==> config.mk <==
export PLATFORM = sky130hd
export DESIGN_NAME = delay_tick_priority_scheduler
export DESIGN_NICKNAME = d
export VERILOG_FILES = /design/src/hdl/dtps_pkg.sv /design/src/hdl/dtps_wait_bank.sv /design/src/hdl/delay_tick_priority_scheduler.sv
export SDC_FILE = /design/constraint.sdc
export NUM_CORES = 1
export LEC_CHECK = 0
export BUFFER_PORTS_ARGS = -buffer_cell sky130_fd_sc_hd__buf_2
export CAP_MARGIN = 20
export CORE_ASPECT_RATIO = 1.4
export CORE_MARGIN = 2
export CORE_UTILIZATION = 30
export DETAILED_ROUTE_END_ITERATION = 8
export PLACE_DENSITY = 0.42
export SYNTH_ARGS = -nofsm -noshare
export SYNTH_HDL_FRONTEND = slang
export SYNTH_SLANG_ARGS = --single-unit
==> constraint.sdc <==
create_clock -name aclk -period 8.48 [get_ports aclk]
set_input_delay 0.424 -clock aclk [delete_from_list [all_inputs] [get_ports aclk]]
set_output_delay 0.424 -clock aclk [all_outputs]
set_load 0.05 [all_outputs]
==> src/hdl/dtps_pkg.sv <==
// Shared types and constants for the tick-delay priority scheduler.
// Used by dtps_wait_bank and delay_tick_priority_scheduler; no dependencies.
package dtps_pkg;

    localparam int NUM_TASKS_DEF = 8;

    // Fixed payload widths
    localparam int OP_W      = 2;
    localparam int TICKS_W   = 16;
    localparam int TASK_ID_W = 3;
    localparam int RUN_W     = 4;
    localparam int MASK_W    = 8;

    // Operation codes
    localparam logic [OP_W-1:0] OP_TICK  = 2'd0;
    localparam logic [OP_W-1:0] OP_DELAY = 2'd1;
    localparam logic [OP_W-1:0] OP_READY = 2'd2;
    localparam logic [OP_W-1:0] OP_SCHED = 2'd3;

    // Command to the wait counter bank
    typedef struct packed {
        logic               tick;       // decrement the addressed counter if nonzero
        logic               load;       // load the counter of the running task
        logic [TICKS_W-1:0] load_data;
    } dtps_cmd_t;

endpackage

==> src/hdl/dtps_wait_bank.sv <==
// Wait counter bank: one 16-bit counter per task and the shared decrement unit.
// Depends on dtps_pkg.
module dtps_wait_bank #(
    parameter int NUM_TASKS = dtps_pkg::NUM_TASKS_DEF,
    parameter int IW        = (NUM_TASKS > 1) ? $clog2(NUM_TASKS) : 1
) (
    input  logic                aclk,
    input  logic                aresetn,
    input  logic [IW-1:0]       walk_idx,
    input  logic [IW-1:0]       load_idx,
    input  dtps_pkg::dtps_cmd_t cmd,
    output logic                zero_hit
);
    import dtps_pkg::*;

    logic [TICKS_W-1:0] cnt_reg [NUM_TASKS];
    logic [TICKS_W-1:0] cur_cnt;
    logic [TICKS_W-1:0] cnt_next;
    logic               cnt_nonzero;

    // Shared decrement unit on the walked counter
    assign cur_cnt     = cnt_reg[walk_idx];
    assign cnt_nonzero = (cur_cnt != '0);
    assign cnt_next    = cur_cnt - TICKS_W'(1);
    assign zero_hit    = cmd.tick && cnt_nonzero && (cnt_next == '0);

    always_ff @(posedge aclk) begin
        if (!aresetn) begin
            for (int i = 0; i < NUM_TASKS; i++) begin
                cnt_reg[i] <= '0;
            end
        end else if (cmd.load) begin
            cnt_reg[load_idx] <= cmd.load_data;
        end else if (cmd.tick && cnt_nonzero) begin
            cnt_reg[walk_idx] <= cnt_next;
        end
    end

endmodule

==> src/hdl/delay_tick_priority_scheduler.sv <==
// Tick-delay priority scheduler. A ready op or a zero delay goes straight to the
// result stage; a tick first walks every task counter; delay or schedule first
// scan the ready bits (the ready-bit scan stops at the first ready task).
// One item at a time; the next transfer is taken in the cycle after the result is
// loaded. Tick walks one counter per cycle through the shared decrementer.
// Synchronous active-low reset clears ready bits and counters, selects idle.
module delay_tick_priority_scheduler #(
    parameter int NUM_TASKS = dtps_pkg::NUM_TASKS_DEF
) (
    input  logic                            aclk,
    input  logic                            aresetn,
    input  logic                            s_valid,
    output logic                            s_ready,
    input  logic [dtps_pkg::OP_W-1:0]       s_op,
    input  logic [dtps_pkg::TICKS_W-1:0]    s_delay_ticks,
    input  logic [dtps_pkg::TASK_ID_W-1:0]  s_task_id,
    output logic                            m_valid,
    input  logic                            m_ready,
    output logic [dtps_pkg::RUN_W-1:0]      m_running_task,
    output logic [dtps_pkg::MASK_W-1:0]     m_ready_mask
);
    import dtps_pkg::*;

    localparam int TW = $clog2(NUM_TASKS + 1);
    localparam int IW = (NUM_TASKS > 1) ? $clog2(NUM_TASKS) : 1;

    localparam logic [1:0] ST_IDLE = 2'd0;
    localparam logic [1:0] ST_TICK = 2'd1;
    localparam logic [1:0] ST_PICK = 2'd2;
    localparam logic [1:0] ST_DONE = 2'd3;

    localparam logic [TW-1:0] IDLE_TASK = TW'(NUM_TASKS);
    localparam logic [TW-1:0] LAST_IDX  = TW'(NUM_TASKS - 1);

    logic [1:0]           state_reg, state_next;
    logic [TW-1:0]        idx_reg, idx_next;
    logic [TW-1:0]        cur_reg, cur_next;
    logic [NUM_TASKS-1:0] ready_reg, ready_next;
    logic                 m_valid_reg, m_valid_next;
    logic [RUN_W-1:0]     run_out_reg, run_out_next;
    logic [MASK_W-1:0]    mask_out_reg, mask_out_next;

    dtps_cmd_t            cmd;
    logic                 zero_hit;
    logic [TW+2:0]        id_ext;
    logic [TW+RUN_W-1:0]  cur_wide;
    logic [NUM_TASKS+MASK_W-1:0] mask_wide;

    assign id_ext    = {{TW{1'b0}}, s_task_id};
    assign cur_wide  = {{RUN_W{1'b0}}, cur_reg};
    assign mask_wide = {{MASK_W{1'b0}}, ready_reg};

    dtps_wait_bank #(
        .NUM_TASKS (NUM_TASKS),
        .IW        (IW)
    ) u_bank (
        .aclk     (aclk),
        .aresetn  (aresetn),
        .walk_idx (idx_reg[IW-1:0]),
        .load_idx (cur_reg[IW-1:0]),
        .cmd      (cmd),
        .zero_hit (zero_hit)
    );

    assign s_ready        = (state_reg == ST_IDLE);
    assign m_valid        = m_valid_reg;
    assign m_running_task = run_out_reg;
    assign m_ready_mask   = mask_out_reg;

    always_comb begin
        state_next    = state_reg;
        idx_next      = idx_reg;
        cur_next      = cur_reg;
        ready_next    = ready_reg;
        m_valid_next  = m_valid_reg;
        run_out_next  = run_out_reg;
        mask_out_next = mask_out_reg;
        cmd           = '0;

        if (m_valid_reg && m_ready) begin
            m_valid_next = 1'b0;
        end

        case (state_reg)
            ST_IDLE: begin
                if (s_valid) begin
                    idx_next   = '0;
                    state_next = ST_DONE;
                    case (s_op)
                        OP_TICK: begin
                            state_next = ST_TICK;
                        end
                        OP_DELAY: begin
                            if (s_delay_ticks != '0) begin
                                // park the running task, then rescan
                                if (cur_reg < IDLE_TASK) begin
                                    ready_next[cur_reg[IW-1:0]] = 1'b0;
                                    cmd.load      = 1'b1;
                                    cmd.load_data = s_delay_ticks;
                                end
                                state_next = ST_PICK;
                            end
                        end
                        OP_READY: begin
                            if (id_ext < (TW+3)'(NUM_TASKS)) begin
                                ready_next[id_ext[IW-1:0]] = 1'b1;
                            end
                        end
                        OP_SCHED: begin
                            state_next = ST_PICK;
                        end
                        default: begin
                            state_next = ST_DONE;
                        end
                    endcase
                end
            end
            ST_TICK: begin
                cmd.tick = 1'b1;
                if (zero_hit) begin
                    ready_next[idx_reg[IW-1:0]] = 1'b1;
                end
                if (idx_reg == LAST_IDX) begin
                    state_next = ST_DONE;
                end else begin
                    idx_next = idx_reg + TW'(1);
                end
            end
            ST_PICK: begin
                // stop at the lowest ready task, fall back to idle
                if (ready_reg[idx_reg[IW-1:0]]) begin
                    cur_next   = idx_reg;
                    state_next = ST_DONE;
                end else if (idx_reg == LAST_IDX) begin
                    cur_next   = IDLE_TASK;
                    state_next = ST_DONE;
                end else begin
                    idx_next = idx_reg + TW'(1);
                end
            end
            ST_DONE: begin
                if (!m_valid_reg || m_ready) begin
                    m_valid_next  = 1'b1;
                    run_out_next  = cur_wide[RUN_W-1:0];
                    mask_out_next = mask_wide[MASK_W-1:0];
                    state_next    = ST_IDLE;
                end
            end
            default: begin
                state_next = ST_IDLE;
            end
        endcase
    end

    always_ff @(posedge aclk) begin
        if (!aresetn) begin
            state_reg   <= ST_IDLE;
            idx_reg     <= '0;
            cur_reg     <= IDLE_TASK;
            ready_reg   <= '0;
            m_valid_reg <= 1'b0;
        end else begin
            state_reg   <= state_next;
            idx_reg     <= idx_next;
            cur_reg     <= cur_next;
            ready_reg   <= ready_next;
            m_valid_reg <= m_valid_next;
        end
    end

    always_ff @(posedge aclk) begin
        run_out_reg  <= run_out_next;
        mask_out_reg <= mask_out_next;
    end

endmodule

Yosys cells after proc, flatten, opt, wreduce, memory -nomap -nowiden
Memory sizes are Yosys's and may differ from the RTL's. A register that Yosys moved wholly into a read port is not among the register bits.
Cells that the tools add are included.
- register bits: 31
- bits in writable memories: 128
- word-level logic and storage cells: 113
- memories: 1
- memory list (name ; depth ; bits a word ; read ports ; clocked after memory_dff ; wr ports ; RTL line ; text):
    u_bank.cnt_reg ; 8 ; 16 ; 1 ; 1 ; 8 ; dtps_wait_bank.sv:16 ; logic [TICKS_W-1:0] cnt_reg [NUM_TASKS];
- add/subtract/negate cells: 2
- order comparisons: 8
- equality and inequality tests: 15
- multiplexer cells: 53
- bitwise operators: 4
- reductions and logical operators: 23
- operators by type and width (cell ; count):
    $mux W17 ; 5
    $mux W8 ; 5
    $mux W16 ; 2
    $pmux W8 S2 ; 2
    $reduce_bool A16 Y1 ; 2
    $reduce_or A16 Y1 ; 2
    $mux W4 ; 5
    $mux W1 ; 19
    $logic_not A16 Y1 ; 1
    $lt A3 B4 Y1 const B ; 4
    $or A8 B8 Y8 ; 2
    $sub A16 B1 Y16 const B ; 1
    $mux W3 ; 4
    $pmux W4 S3 ; 1
    $demux W1 S3 ; 3
    $ge A3 B1 Y1 const B ; 3
    $ne A3 B3 Y1 const B ; 3
    $and A8 B8 Y8 ; 1
    $eq A2 B2 Y1 const B ; 4
    $mux W2 ; 4
    $not A8 Y8 ; 1
    $pmux W2 S4 ; 1
    $reduce_and A7 Y1 ; 1
    $logic_and A1 B1 Y1 ; 6
    16 further kinds ; 23

Longest topological paths before layout
Gate-level depths: netlist of run 1.
- word-level depth: 12
- depth in mapped cells: 12

Modules after synthesis
A second synthesis of run 1 with hierarchy kept.
- cells, all modules: 653
- area, all modules: 8294.2 µm²
- modules (own cells, without submodules) (module ; times used ; cells each ; area an instance (µm²)):
    dtps_wait_bank ; 1 ; 457 ; 6473.7
    delay_tick_priority_scheduler ; 1 ; 196 ; 1820.5

Worst setup path before layout of run 1
Ideal clock, no wire load.
- kind: reg2reg
- start: reg (tool-made name)
- end: mem u_bank.cnt_reg[4][0], enable pin
- data arrival time: 3268 ps
- required time: 8108 ps
- setup slack: 4840 ps
- cell stages (with the launch flop): 13
- path buffers: 3
- clock period less this slack: 3640 ps
- cell sequence: dfxtp_1 > buf_1 > mux4_2 > mux2i_1 > ha_1 > nand4_1 > nor4_2 > nor3b_1 > buf_4 > mux2i_2 > nand3_2 > buf_2 > nand2_1
- RTL lines (element ; RTL line):
    end: declaration ; dtps_wait_bank.sv:16

==> impl_metrics.py, run 1 <==
metrics = {
    "route": {
        "wl_mm": 24.0,
        "routed_via_density": 5.36,
        "route.detailed.wl_per_inst_microns": 24.2,
        "dr.pass1.iters": 5,
        "ant_nets": 0,
        "vias": 5319,
        "drcViolationCount": 0,
        "drtIter0Drc": 410,
    },
    "hold_path": {
        "hold_depth": 3,
        "holdCritPathClass": "input pin to register",
        "min_from": "m_ready",
        "hold_path_end": "m_valid",
    },
    "floorplan": {
        "core_area_sq_um": 26000,
        "die_h_microns": 196,
        "ios": 39,
        "start_util_pct": 30.4,
        "fp.dieW_microns": 141,
        "dieArea_sq_um": 27700,
        "fp-row-count": 70,
    },
    "layout": {
        "fin_area_sq_um": 9000,
        "multiInputGateArea_sq_um": 3080,
        "final_util_pct": 34.6,
        "syn2layout_area_growth_pct": 13.9,
        "seq_area_sq_um": 4650,
        "instances_no_fill": 992,
        "n_fill_cell": 2527,
        "antennaDiodeCount": 0,
        "largest_reg_flops": 128,
        "drive_gt1_share_pct": 20.5,
        "nNetsFinal": 690,
    },
    "logic_synthesis": {
        "synth_area_sq_um": 7900,
        "ys_seq_elements": 162,
        "synth_flop_cell": "edfxtp_1",
        "postSynthCellCount": 612,
        "synth_nets": 645,
        "ys_types": 65,
        "yosysWarnings": 0,
        "synth-async-reset-ratio_pct": 0,
        "synth_edf_count": 140,
        "seq_area_frac_synth_pct": 58.8,
        "synth.avg_cell_area_sq_um": 12.9,
        "yosysTopAreaCellShare_pct": 53.2,
        "yosys.area.top_type": "edfxtp_1",
        "synth_area_leaders": "edfxtp_1 53%, mux4_2 7.4%, nor2_1 7.2%, dfxtp_1 5.6%, mux4_1 2.3%",
    },
    "place": {
        "dp_hpwl_mm": 17.3,
        "io_buffers": 38,
        "dpl_cell_area_sq_um": 8470,
        "place_congestion": 0.887,
        "dp.cells": 962,
    },
    "sta": {
        "period_share_pct": 60.7,
        "fin_hold_ws_ns": 0.322,
        "setup_viol": 0,
        "maxSlewViolCount": 0,
        "worst_slew_pin_slew_ns": 1.21,
        "final-hold-violation-count": 0,
        "max_freq_mhz": 194,
        "fin_setup_tns_ns": 0,
        "max_slew_margin_pct": 19.3,
        "skew_ns": 0.00757,
        "rsz0062_at_grt": "no",
        "min_period_ns": 5.15,
    },
    "worst_setup_path": {
        "cp-start-kind": "register",
        "ff2ff_path_depth": 10,
        "worst-setup-path-type": "register to register",
        "r2r-end": "u_bank.cnt_reg[6][12]",
        "cp_cell_sequence": "mux4_2, mux2i_1, ha_1, nand4_1, nor4_2, nor3b_2, buf_4, mux2i_2, nand3_2, nand2_1",
        "max_stage_delay_ns": 0.99,
        "cp.arrival_ns": 5.21,
        "crit_path_end_kind": "register",
        "critPathMaxFanout": 29,
        "path_delay_family": "simple AND/OR/NAND/NOR gates",
        "reg2reg_slack_ns": 3.33,
        "path_buf_inv": 1,
        "crit_required_ns": 8.54,
        "crit_slowest_cell": "dfxtp_2",
    },
    "cts": {
        "cts_tree": "built",
        "clock_latency_ns": 0.44,
        "cts_hold_buf": 0,
        "clockBufferDepth": 2,
        "postCtsResizedCells": 0,
        "clk_pin_slew_ns": 0.06,
        "cts_max_level": 4,
        "clock-sinks": 162,
        "numCtsBuffers": 17,
        "cts_setup_buffers": 0,
        "cts-root-buf": "clkbuf_16",
    },
    "global_route": {
        "grt_pass1_wl_mm": 35.4,
        "grt_use_total_pct": 17.9,
        "antenna_found_initial": 0,
        "grt_pass1_vias": 5233,
        "overflow": 0,
        "grt_max_degree": 38,
    },
    "pwr": {
        "max-vdd-ir-drop_uv": 162,
        "p_leak_nw": 2.89,
        "power_density_nw_per_um2": 258,
    },
    "flow_run": {
        "drv_cap": 0,
    },
    "status": {
        "outcome": "complete, no violations",
    },
}
==> layer usage <==
layer	vias up	wire length, microns	global-route usage [%]
met4	0	935	8.33
met1	2744	10000	22.2
met2	150	12200	30.1
met5	-	0	0
li1	2391	-	-
met3	34	801	3.30
==> area by class of cell <==
class	count	area share [%]
repair buffers	53	3.36
inverters	9	0.375
flip-flops and latches	162	51.6
multi-input cells	414	34.3
well taps	324	4.51
clock inverters	9	0.945
clock buffers	21	4.89
==> tightest hold or removal path, cell delays in order <==
cell and delay (ns):
buf_2 0.07, nor2b_1 0.05, o21a_1 0.16
==> cell usage after synthesis, types with 4 or more instances <==
master,instances
a31oi_1,5
edfxtp_1,140
dfxtp_1,22
nor4_1,7
a21boi_0,4
nand3_2,6
nor2_1,151
buf_2,9
nand2_1,37
clkbuf_1,11
mux2i_2,8
inv_1,9
xnor2_1,7
nor3_1,5
o21ai_0,11
mux2i_1,8
nand2b_1,5
a21oi_1,17
nand3_1,4
ha_1,8
mux2i_4,5
mux4_2,26
mux4_1,7
nor2b_1,16
a22oi_1,18
==> logic make-up (layout without fill, tap and decap cells) <==
family,count (synthesis),after routing,share of synthesized area (%)
AND/OR/NAND/NOR,262,262,16.1
buffers and inverters,36,92,2.28
multiplexers,54,54,13.6
AO/OA/AOI/OAI,80,80,6.92
flip-flops,162,162,58.8
adder cells (fa/ha/maj),8,8,1.27
XOR/XNOR,10,10,1.11
==> cell usage in the layout, fill, tap and decap left out, types with 4 or more instances in the layout <==
| cell type | n |
|---|---|
| a22oi_1 | 18 |
| a21boi_0 | 4 |
| a21oi_1 | 17 |
| nor2_1 | 151 |
| mux4_1 | 7 |
| ha_1 | 8 |
| nand2_1 | 37 |
| mux2i_4 | 5 |
| buf_2 | 38 |
| nor2b_1 | 16 |
| clkbuf_16 | 17 |
| clkbuf_1 | 4 |
| mux2i_1 | 8 |
| nand3_2 | 6 |
| edfxtp_1 | 140 |
| mux2i_2 | 8 |
| o21ai_0 | 11 |
| a31oi_1 | 5 |
| mux4_2 | 26 |
| nand2b_1 | 5 |
| buf_4 | 15 |
| nor4_1 | 7 |
| inv_1 | 9 |
| nand3_1 | 4 |
| nor3_1 | 5 |
| xnor2_1 | 7 |
| dfxtp_1 | 20 |
==> where the power goes <==
part	leakage (nW)	internal [mW]	switching, mW
clock	0.251	0.400	0.318
sequential	1.61	0.919	0.0805
combinational	1.03	0.228	0.371
total	2.89	1.55	0.769
==> per-stage QoR <==
stage / setup slack, ns / total power [mW]
2_1_floorplan: 4.84 / 1.44
3_5_place_dp: 3.32 / 1.61
3_3_place_gp: 3.38 / 1.61
5_1_grt: 2.95 / 2.42
6_report: 3.33 / 2.32
4_1_cts: 3.27 / 2.33
==> worst max path at each step <==
| stage | from | end | slack, ns | cells past startpoint |
|---|---|---|---|---|
| floorplan | register | u_bank.cnt_reg[4][0] | 4.84 | 12 |
| CTS | register | u_bank.cnt_reg[6][12] | 3.27 | 10 |
| detailed placement | register | u_bank.cnt_reg[6][1] | 3.32 | 10 |
| global route | register | u_bank.cnt_reg[6][12] | 2.95 | 10 |
| global placement | register | u_bank.cnt_reg[6][0] | 3.38 | 10 |
| finish | register | u_bank.cnt_reg[6][12] | 3.33 | 10 |
Note: power is estimated with default switching activity, not from simulation.
==> run 2, diff against run 1 <==
PLACE_DENSITY = 0.43   (was 0.42)
clock period = 4.7 ns   (was 8.48 ns; I/O delays follow)
==> run 2 against run 1 <==
  * Via count decreased by 0.77%
  * Clock skew increased by 0.0044 ns
  * Total power increased by 79%
  * Sequential power increased by 76%
  * Critical endpoint is now ready_reg[3]
  * Critical path depth decreased by 1
  * Worst setup slack got worse by 2.8 ns
  * Cell count increased by 1.7%
==> impl_metrics.py, run 2 (same netlist as run 1, synthesis figures left out) <==
metrics = {
    "global_route": {
        "grt_pass1_vias": 5439,
        "grt_pass1_wl_mm": 33.4,
        "overflow": 0,
        "antenna_found_initial": 0,
        "grt_max_degree": 38,
        "grt_use_total_pct": 16.7,
    },
    "flow_run": {
        "drv_cap": 0,
    },
    "worst_setup_path": {
        "critPathMaxFanout": 17,
        "cp.arrival_ns": 4.51,
        "max_stage_delay_ns": 0.75,
        "path_buf_inv": 0,
        "cp_cell_sequence": "mux4_2, mux2i_1, ha_1, nand3_1, or3_1, o211a_2, nor4_4, or3b_1, a21oi_1",
        "path_delay_family": "simple AND/OR/NAND/NOR gates",
        "cp-start-kind": "register",
        "crit_path_end_kind": "register",
        "worst-setup-path-type": "register to register",
        "crit_required_ns": 5.06,
        "crit_slowest_cell": "dfxtp_2",
    },
    "route": {
        "route.detailed.wl_per_inst_microns": 22.4,
        "vias": 5278,
        "drcViolationCount": 0,
        "ant_nets": 0,
        "dr.pass1.iters": 5,
        "drtIter0Drc": 389,
        "routed_via_density": 5.23,
        "wl_mm": 22.6,
    },
    "pwr": {
        "max-vdd-ir-drop_uv": 263,
        "sw_frac_of_total_pct": 33.1,
        "power_frac_clock_pct": 31.3,
        "p_leak_nw": 2.99,
        "combPwrFrac_pct": 26.5,
        "power_density_nw_per_um2": 454,
        "power.share.sequential_pct": 42.3,
        "p_switching_mw": 1.38,
        "p_total_mw": 4.16,
        "p_int_mw": 2.78,
    },
    "layout": {
        "largest_reg_flops": 128,
        "multiInputGateArea_sq_um": 3080,
        "nNetsFinal": 705,
        "layout_common_cells": "151 x nor2_1, 140 x edfxtp_1, 38 x buf_2",
        "seq_area_sq_um": 4650,
        "n_fill_cell": 2507,
        "drive_gt1_share_pct": 23.1,
        "syn2layout_area_growth_pct": 15.8,
        "antennaDiodeCount": 0,
        "layout_commonest_cell": "nor2_1",
    },
    "floorplan": {
        "ios": 39,
        "dieArea_sq_um": 27700,
        "fp-row-count": 70,
        "die_h_microns": 196,
        "start_util_pct": 30.4,
        "core_area_sq_um": 26000,
        "fp.dieW_microns": 141,
    },
    "cts": {
        "clockBufferDepth": 2,
        "clock-sinks": 162,
        "postCtsResizedCells": 0,
        "cts_max_level": 4,
        "clock_latency_ns": 0.43,
        "cts_hold_buf": 0,
        "clk_pin_slew_ns": 0.07,
        "cts-root-buf": "clkbuf_16",
        "cts_tree": "built",
        "cts_setup_buffers": 0,
        "numCtsBuffers": 17,
    },
    "sta": {
        "rsz0062_at_grt": "no",
        "skew_ns": 0.0120,
        "fin_setup_tns_ns": 0,
        "setup_viol": 0,
        "max_freq_mhz": 241,
        "maxSlewViolCount": 0,
        "final-hold-violation-count": 0,
        "worst_slew_pin_slew_ns": 1.02,
        "min_period_ns": 4.15,
        "period_share_pct": 88.2,
        "max_slew_margin_pct": 31.6,
    },
    "status": {
        "outcome": "complete, no violations",
    },
    "place": {
        "dp_hpwl_mm": 14.7,
        "place_congestion": 0.888,
        "io_buffers": 38,
    },
    "hold_path": {
        "holdCritPathClass": "input pin to register",
    },
}
run 2: tightest hold or removal path, cell delays in order:
cell and delay, ns:
buf_2 0.07, nor2b_1 0.05, o21a_1 0.16
run 2: power groups by stage:
stage	sequential (mW)	clock, mW	combinational, mW
final	1.76	1.30	1.10
after global routing	1.77	1.38	1.19
after CTS	1.76	1.33	1.11
after detailed placement	1.79	0	1.10
after global placement	1.79	0	1.09
after floorplan	1.75	0	0.838
run 2: per-stage QoR:
stage          setup WS, ns  hold WS (ns)  cell area (sq um)  util, %  std cells
6_report              0.554         0.140               9150     35.2       1009
5_1_grt               0.300         0.152               9150     35.2       1009
4_1_cts               0.551         0.116               9150     35.2       1009
3_5_place_dp          0.572         0.482               8610     33.1        977
3_3_place_gp          0.588         0.475               8610     33.1        977
2_1_floorplan          1.06         0.431               7900        -        612
run 2: metal layers:
| layer | wire length (microns) | track usage, % | vias to the layer above | share of wire [%] |
|---|---|---|---|---|
| li1 | - | - | 2424 | - |
| met4 | 335 | 5.15 | 0 | 1.5 |
| met1 | 9150 | 19.8 | 2688 | 41 |
| met2 | 12200 | 30.7 | 143 | 54 |
| met3 | 934 | 2.93 | 23 | 4.1 |
| met5 | 0 | 0 | - | 0 |
run 2: final cells by class:
cell class | count | share of cell area, %
Clock buffer | 19 | 4.84
Clock inverter | 13 | 1.08
Tap cell | 324 | 4.43
Sequential cell | 162 | 50.8
Timing Repair Buffer | 68 | 4.81
Inverter | 9 | 0.369
Multi-Input combinational cell | 414 | 33.7
run 2: path summary, 6_finish.rpt:
check	start	end	slack, ns	depth (start not counted)
max	register	ready_reg[3]	0.55	9
min	m_ready	m_valid	0.14	3
max reg2reg	register	ready_reg[3]	0.55	9
min reg2reg	ready_reg[6]	m_ready_mask[6]	0.50	0
